==> src/bpt_pkg.sv <==
`default_nettype none
// ---------------------------------------------------------------------------
// bpt_pkg
// Shared widths, register indexes, calibration and stage control types for the
// barometric compensation pipeline.
// ---------------------------------------------------------------------------
package bpt_pkg;

    localparam int RAW_W    = 24;
    localparam int TEMP_W   = 24;
    localparam int PRESS_W  = 23;
    localparam int CFG_W    = 48;
    localparam int CFG_IDX_W = 2;
    localparam int ACC_W    = 128;

    // Configuration register indexes.
    localparam logic [CFG_IDX_W-1:0] REG_TEMP_CAL  = 2'd0;
    localparam logic [CFG_IDX_W-1:0] REG_PSENS_CAL = 2'd1;
    localparam logic [CFG_IDX_W-1:0] REG_POFF_CAL  = 2'd2;
    localparam logic [CFG_IDX_W-1:0] REG_PQUAD_CAL = 2'd3;

    localparam logic signed [TEMP_W-1:0] TEMP_MAX = 24'sh7FFFFF;
    localparam logic signed [TEMP_W-1:0] TEMP_MIN = -24'sh800000;
    localparam logic [PRESS_W-1:0] PRESS_MAX = 23'h7FFFFF;

    // Unpacked calibration coefficients.
    typedef struct packed {
        logic [15:0]        t1;
        logic [15:0]        t2;
        logic signed [7:0]  t3;
        logic signed [15:0] p1;
        logic signed [15:0] p2;
        logic signed [7:0]  p3;
        logic signed [7:0]  p4;
        logic [15:0]        p5;
        logic [15:0]        p6;
        logic signed [7:0]  p7;
        logic signed [7:0]  p8;
        logic signed [15:0] p9;
        logic signed [7:0]  p10;
        logic signed [7:0]  p11;
    } cal_t;

    // Handshake controls of one pipeline stage.
    typedef struct packed {
        logic adv;
        logic flush_sat;
    } stg_ctl_t;

endpackage : bpt_pkg
`default_nettype wire

==> src/bpt_temp.sv <==
`default_nettype none
// ---------------------------------------------------------------------------
// bpt_temp
// Temperature quadratic in four stages: offset, offset times each
// coefficient, the two terms, then sum with floor and clamp.
// ---------------------------------------------------------------------------
module bpt_temp (
    input  wire logic                              aclk,
    input  wire logic                              en,
    input  wire logic [bpt_pkg::RAW_W-1:0]         ut,
    input  wire bpt_pkg::cal_t                     cal,
    output logic signed [bpt_pkg::TEMP_W-1:0]      tq,
    output logic                                   tsat
);
    localparam logic signed [30:0] TEMP_MAX_EXT = 31'sd8388607;
    localparam logic signed [30:0] TEMP_MIN_EXT = -31'sd8388608;

    // Stage 1: offset from the reference point.
    logic signed [25:0] d_reg, d_next;
    // Stage 2: offset times t2 and times t3.
    logic signed [42:0] dt2_reg, dt2_next;
    logic signed [33:0] dt3_reg, dt3_next;
    logic signed [25:0] d2_reg, d2_next;
    // Stage 3: both terms.
    logic signed [61:0] lin_reg, lin_next;
    logic signed [61:0] quad_reg, quad_next;
    // Stage 4: floored and clamped temperature.
    logic signed [bpt_pkg::TEMP_W-1:0] tq_reg, tq_next;
    logic tsat_reg, tsat_next;
    logic signed [62:0] n_sum;
    logic signed [30:0] n_fl;

    always_comb begin
        d_next    = $signed({2'b00, ut}) - $signed({2'b00, cal.t1, 8'h00});
        dt2_next  = 43'(d_reg * $signed({1'b0, cal.t2}));
        dt3_next  = 34'(d_reg * cal.t3);
        d2_next   = d_reg;
        lin_next  = 62'(dt2_reg) <<< 18;
        quad_next = 62'(dt3_reg * d2_reg);
        n_sum     = 63'(lin_reg) + 63'(quad_reg);
        // Arithmetic shift floors toward minus infinity.
        n_fl      = 31'(n_sum >>> 32);
        if (n_fl > TEMP_MAX_EXT) begin
            tq_next = bpt_pkg::TEMP_MAX; tsat_next = 1'b1;
        end else if (n_fl < TEMP_MIN_EXT) begin
            tq_next = bpt_pkg::TEMP_MIN; tsat_next = 1'b1;
        end else begin
            tq_next = n_fl[23:0]; tsat_next = 1'b0;
        end
    end

    assign tq   = tq_reg;
    assign tsat = tsat_reg;

    always_ff @(posedge aclk) begin
        if (en) begin
            d_reg    <= d_next;
            dt2_reg  <= dt2_next;
            dt3_reg  <= dt3_next;
            d2_reg   <= d2_next;
            lin_reg  <= lin_next;
            quad_reg <= quad_next;
            tq_reg   <= tq_next;
            tsat_reg <= tsat_next;
        end
    end
endmodule : bpt_temp
`default_nettype wire

==> config.mk <==
export PLATFORM = sky130hd
export DESIGN_NAME = bpt_temp
export DESIGN_NICKNAME = d
export VERILOG_FILES = /design/src/bpt_pkg.sv /design/src/bpt_temp.sv
export SDC_FILE = /design/constraint.sdc
export NUM_CORES = 2
export LEC_CHECK = 0
export ABC_AREA = 1
export ABC_CLOCK_PERIOD_IN_PS = 6500
export CORE_ASPECT_RATIO = 2
export CORE_MARGIN = 2
export CORE_UTILIZATION = 53
export CTS_BUF_LIST = sky130_fd_sc_hd__clkbuf_8
export DETAILED_ROUTE_END_ITERATION = 10
export DONT_BUFFER_PORTS = 1
export GPL_ROUTABILITY_DRIVEN = 0
export PLACE_DENSITY = 0.71
export SYNTH_ARGS = -nofsm -noshare
export SYNTH_HDL_FRONTEND = slang
export SYNTH_SLANG_ARGS = --single-unit
==> constraint.sdc <==
create_clock -name aclk -period 6.5 [get_ports aclk]
set_clock_uncertainty 0.1 [all_clocks]
set_input_delay 0.65 -clock aclk [delete_from_list [all_inputs] [get_ports aclk]]
set_output_delay 0.65 -clock aclk [all_outputs]
set_load 0.05 [all_outputs]
# --- Word level (Yosys, flattened, before mapping) ---
# Index checks and enable logic that the tools add are counted.
totals:
  word_cells: 17
  out_inout_bits: 25
  reg_bits: 255
op_classes:
  add_sub_neg: 2
  muxes: 2
  mul: 3
  order_cmp: 2
ops:
  columns: ["operator", "count"]
  rows:
  - ["61-bit by 60-bit adder with 62-bit output", 1]
  - ["34-bit by 25-bit multiplier with 59-bit output", 1]
  - ["25-bit by 17-bit multiplier with 42-bit output", 1]
  - ["25-bit by 8-bit multiplier with 33-bit output", 1]
  - ["31-bit by 24-bit greater-than comparator with 1-bit output (second input constant)", 1]
  - ["31-bit by 24-bit < comparator with 1-bit output (second input constant)", 1]
  - ["24-bit by 24-bit subtractor with 25-bit output", 1]
  - ["24-bit 2-to-1 mux", 1]
  - ["1-bit 2-to-1 mux", 1]

# --- Depth between registers and ports, before layout ---
depth:
  ltp_word: 3
  mapped_depth: 31
  depth_no_buf: 29

# --- Worst setup path after synthesis ---
# Ideal clock, no wire load.
synth_timing:
  kind: "register to register"
  from: "reg dt3_reg[32]"
  to: "reg quad_reg[56] (data pin)"
  path_stages_with_launch: 22
  n_path_buf: 2
  arrival_ns: 6.371
  required_time_ns: 6.148
  path_slack_ns: -0.223
  cell_sequence: "edfxtp_1 -> clkbuf_1 -> clkbuf_1 -> nand2_1 -> inv_1 -> fa_1 -> fa_1 -> inv_1 -> fa_1 -> inv_1 -> fa_1 -> fa_1 -> fa_1 -> fa_1 -> ha_1 -> a21oi_1 -> o21ai_0 -> o21bai_1 -> a221oi_1 -> nand2_1 -> nand2_1 -> nand2_1"
synth_between:
  elab_chain_len: 1
synth_lines:
  columns: ["item", "line", "rtl"]
  rows:
  - ["start: declaration", "bpt_temp.sv:22", "logic signed [33:0] dt3_reg, dt3_next;"]
  - ["start signal: assignment", "bpt_temp.sv:59", "dt3_reg <= dt3_next;"]
  - ["34-bit by 25-bit multiplier with 59-bit output", "bpt_temp.sv:39", "quad_next = 62'(dt3_reg * d2_reg);"]
  - ["named net quad_next[56]", "bpt_temp.sv:26", "logic signed [61:0] quad_reg, quad_next;"]
  - ["end signal: assignment", "bpt_temp.sv:62", "quad_reg <= quad_next;"]
  - ["end: declaration", "bpt_temp.sv:26", null]
# The timed path passes the listed nets, and every way through them passes these cells.
# A chain may end at the register's enable or synchronous reset.

# --- Final worst setup path ---
layout_timing:
  from: "reg dt3_reg[31]"
  to: "reg quad_reg[52] (data pin)"
# Same word-level chain as after synthesis.

==> impl_metrics.json <==
{
  "syn_inst": 7753,
  "synth_cell_types": 47,
  "die_width_um": 248,
  "violations": "negative setup slack",
  "antenna_found_initial": 2,
  "antenna_left": 0,
  "cts_buffer_depth": 3,
  "track_usage_pct": 31.8,
  "synth_compound_area_share_pct": 3.67,
  "final_area_mm2": 0.0719,
  "grt_pass1_wl_um": 298000,
  "globalRouteOverflowTotal": 0,
  "die_h_um": 493,
  "vias": 51200,
  "viasPerCell": 5.32,
  "wl_um": 189000,
  "yosysSeqAreaShare_pct": 11.0,
  "dpl_cell_area_mm2": 0.0688,
  "hpwl_um": 155000,
  "synth-xor-area-share_pct": 2.12,
  "synthAdderAreaFrac_pct": 51.6,
  "start_util_pct": 53.4,
  "hold_viol": 0,
  "grt_pass1_vias": 57900,
  "drv_slew": 0,
  "critPathKind": "reg -> reg",
  "grt_max_degree": 202,
  "drcViolationCount": 0,
  "min_period_ps": 6750,
  "synth_fp_nets": 9722,
  "cts_tree": "yes",
  "synth-simple-area-share_pct": 15.3,
  "synth_top_area_share_pct": 44.2,
  "worstPathRequired_ps": 6790,
  "synthTopCellsByCount": "inv_1 (2403), nand2_1 (1970), fa_1 (1397)",
  "area_delta_synth_final_pct": 13.6,
  "final_nets": 10000,
  "holdCritPathClass": "in -> reg",
  "drt_iter0_markers": 2941,
  "htreeDepth": 2,
  "clk_pin_slew_ps": 70,
  "placementRows": 179,
  "end_kind": "flip-flop",
  "tightestPinTransition_ps": 969,
  "status": "finished, violations left",
  "critPathMaxFanout": 8,
  "pin_count": 219,
  "ys_seq_elements": 233,
  "synth_warnings": 0,
  "syn_avg_cell_area_um2": 8.17,
  "first_pass_iters": 8,
  "setup_viol": 31,
  "worst_setup_path_start_kind": "flip-flop",
  "slew_headroom_pct": 35.4,
  "rsz0062_at_grt": "yes",
  "synth_area_leaders": "fa_1 (44%), inv_1 (14%), nand2_1 (12%)",
  "drv_cap": 0,
  "synth_top_family_by_area": "adder cells",
  "clock_latency_ps": 700,
  "period_share_pct": 104,
  "drive_above_1_share_pct": 13.2,
  "arrival_ps": 7030,
  "cts_sinks": 233,
  "synth.most_common_cell": "inv_1",
  "cts_made_buffers": 38,
  "die_area_mm2": 0.122,
  "synth-edff-count": 233,
  "ys.flop_type": "edfxtp_1",
  "layout_setup_ws_ps": -245,
  "async_reset_ff_share_pct": 0,
  "fp.coreArea_mm2": 0.119,
  "yosys.area.top_type": "fa_1",
  "portBuffers": 0,
  "root_buffer": "clkbuf_8",
  "wl_per_cell_um": 19.6,
  "synth.area.mux_share_pct": 0,
  "max_freq_mhz": 148,
  "netlist_area_mm2": 0.0633
}
==> kinds of logic after synthesis <==
kind of cell    Yosys count
fa+ha+maj              1775
buf+inv                2731
xor+xnor                153
flops                   233
simple gates           2449
compound gates          412
==> critical path, stage by stage (launching register included) <==
cell,delay (ps)
edfxtp_1,420
buf_12,170
buf_4,160
nand2_1,50
inv_1,50
fa_1,540
fa_1,620
fa_1,470
fa_1,660
fa_1,480
fa_1,500
inv_1,50
fa_1,470
inv_1,40
ha_1,290
nand2_1,60
nand2_1,80
a31oi_1,150
buf_4,160
o21ai_1,100
a221oi_2,280
buf_4,160
o211ai_1,160
xor2_1,220
==> layer usage <==
layer / part of all wire (%) / track usage (%) / wire length (um) / vias to the layer above
met5: 0.0069 / 0 / 13 / -
li1: - / - / - / 22500
met1: 29 / 28.0 / 54100 / 25200
met2: 53 / 59.4 / 101000 / 2241
met4: 12 / 32.3 / 23400 / 2
met3: 5.6 / 4.99 / 10500 / 1221
==> final timing paths <==
check	depth (start not counted)	startpoint	end	slack, ps
worst min register to register	0	dt2_reg[39]	lin_reg[57]	310
worst max register to register	23	dt3_reg[31]	quad_reg[52]	-250
worst max-delay path	23	dt3_reg[31]	quad_reg[52]	-250
worst min-delay path	0	en	tq[14]	60
==> placed cells by master, fill, tap and decap left out, types with 6 or more instances in the layout <==
master / n
o21bai_1: 19
clkinv_2: 7
fa_1: 1347
nand2_1: 1928
nor2_1: 182
a21oi_2: 38
inv_2: 42
buf_6: 25
nor3_4: 6
dlygate4sd3_1: 9
nand2_4: 6
clkinv_1: 6
inv_1: 2369
o21ai_1: 29
a31oi_1: 19
nand3_2: 7
edfxtp_1: 233
nor3_1: 14
xnor2_1: 50
ha_4: 41
o21ai_2: 13
nor4_1: 6
fa_2: 50
ha_1: 334
xor2_2: 10
clkbuf_8: 38
o21ai_0: 66
nor2_4: 27
nand3_1: 80
nand4_1: 19
nor2_2: 59
a21oi_4: 6
or2_2: 29
a21oi_1: 160
a21o_1: 20
o21a_1: 7
xor2_1: 89
nand2_2: 68
buf_4: 476
buf_12: 74
==> stage by stage <==
step | setup TNS [ps] | hold slack (ps) | std cells | setup slack [ps] | util [%]
after floorplan | 0 | 300 | 7753 | 13.9 | -
after global placement | -7630 | 303 | 9495 | -460 | 57.9
after detailed placement | -8720 | 305 | 9495 | -463 | 57.9
after CTS | -2230 | 1.48 | 9589 | -203 | 59.8
after global routing | -11020 | 12.0 | 9626 | -460 | 60.6
final | -3470 | 58.0 | 9627 | -245 | 60.6
==> cell type report <==
class                           instances  area (um^2)
Sequential cell                       233         7000
Clock buffer                           38          523
Timing Repair Buffer                  590         5560
Fill cell                            9991        46800
Clock inverter                         26          215
Antenna cell                            2         5.00
Tap cell                             1538         1920
Multi-Input combinational cell       4789        47700
Inverter                             2411         9060
==> what timing repair did <==
item	CTS	global route
endpoints found under the setup margin	40	57
hold buffers	10	0
gates cloned	2	0
endpoints found under the hold margin	41	0
resized for setup	275	179
pin swaps	61	31
setup buffers	18	36
Power is left out: the tool's default activity adds up to more than one toggle a clock period on the data nets, which glitch-free logic cannot reach.
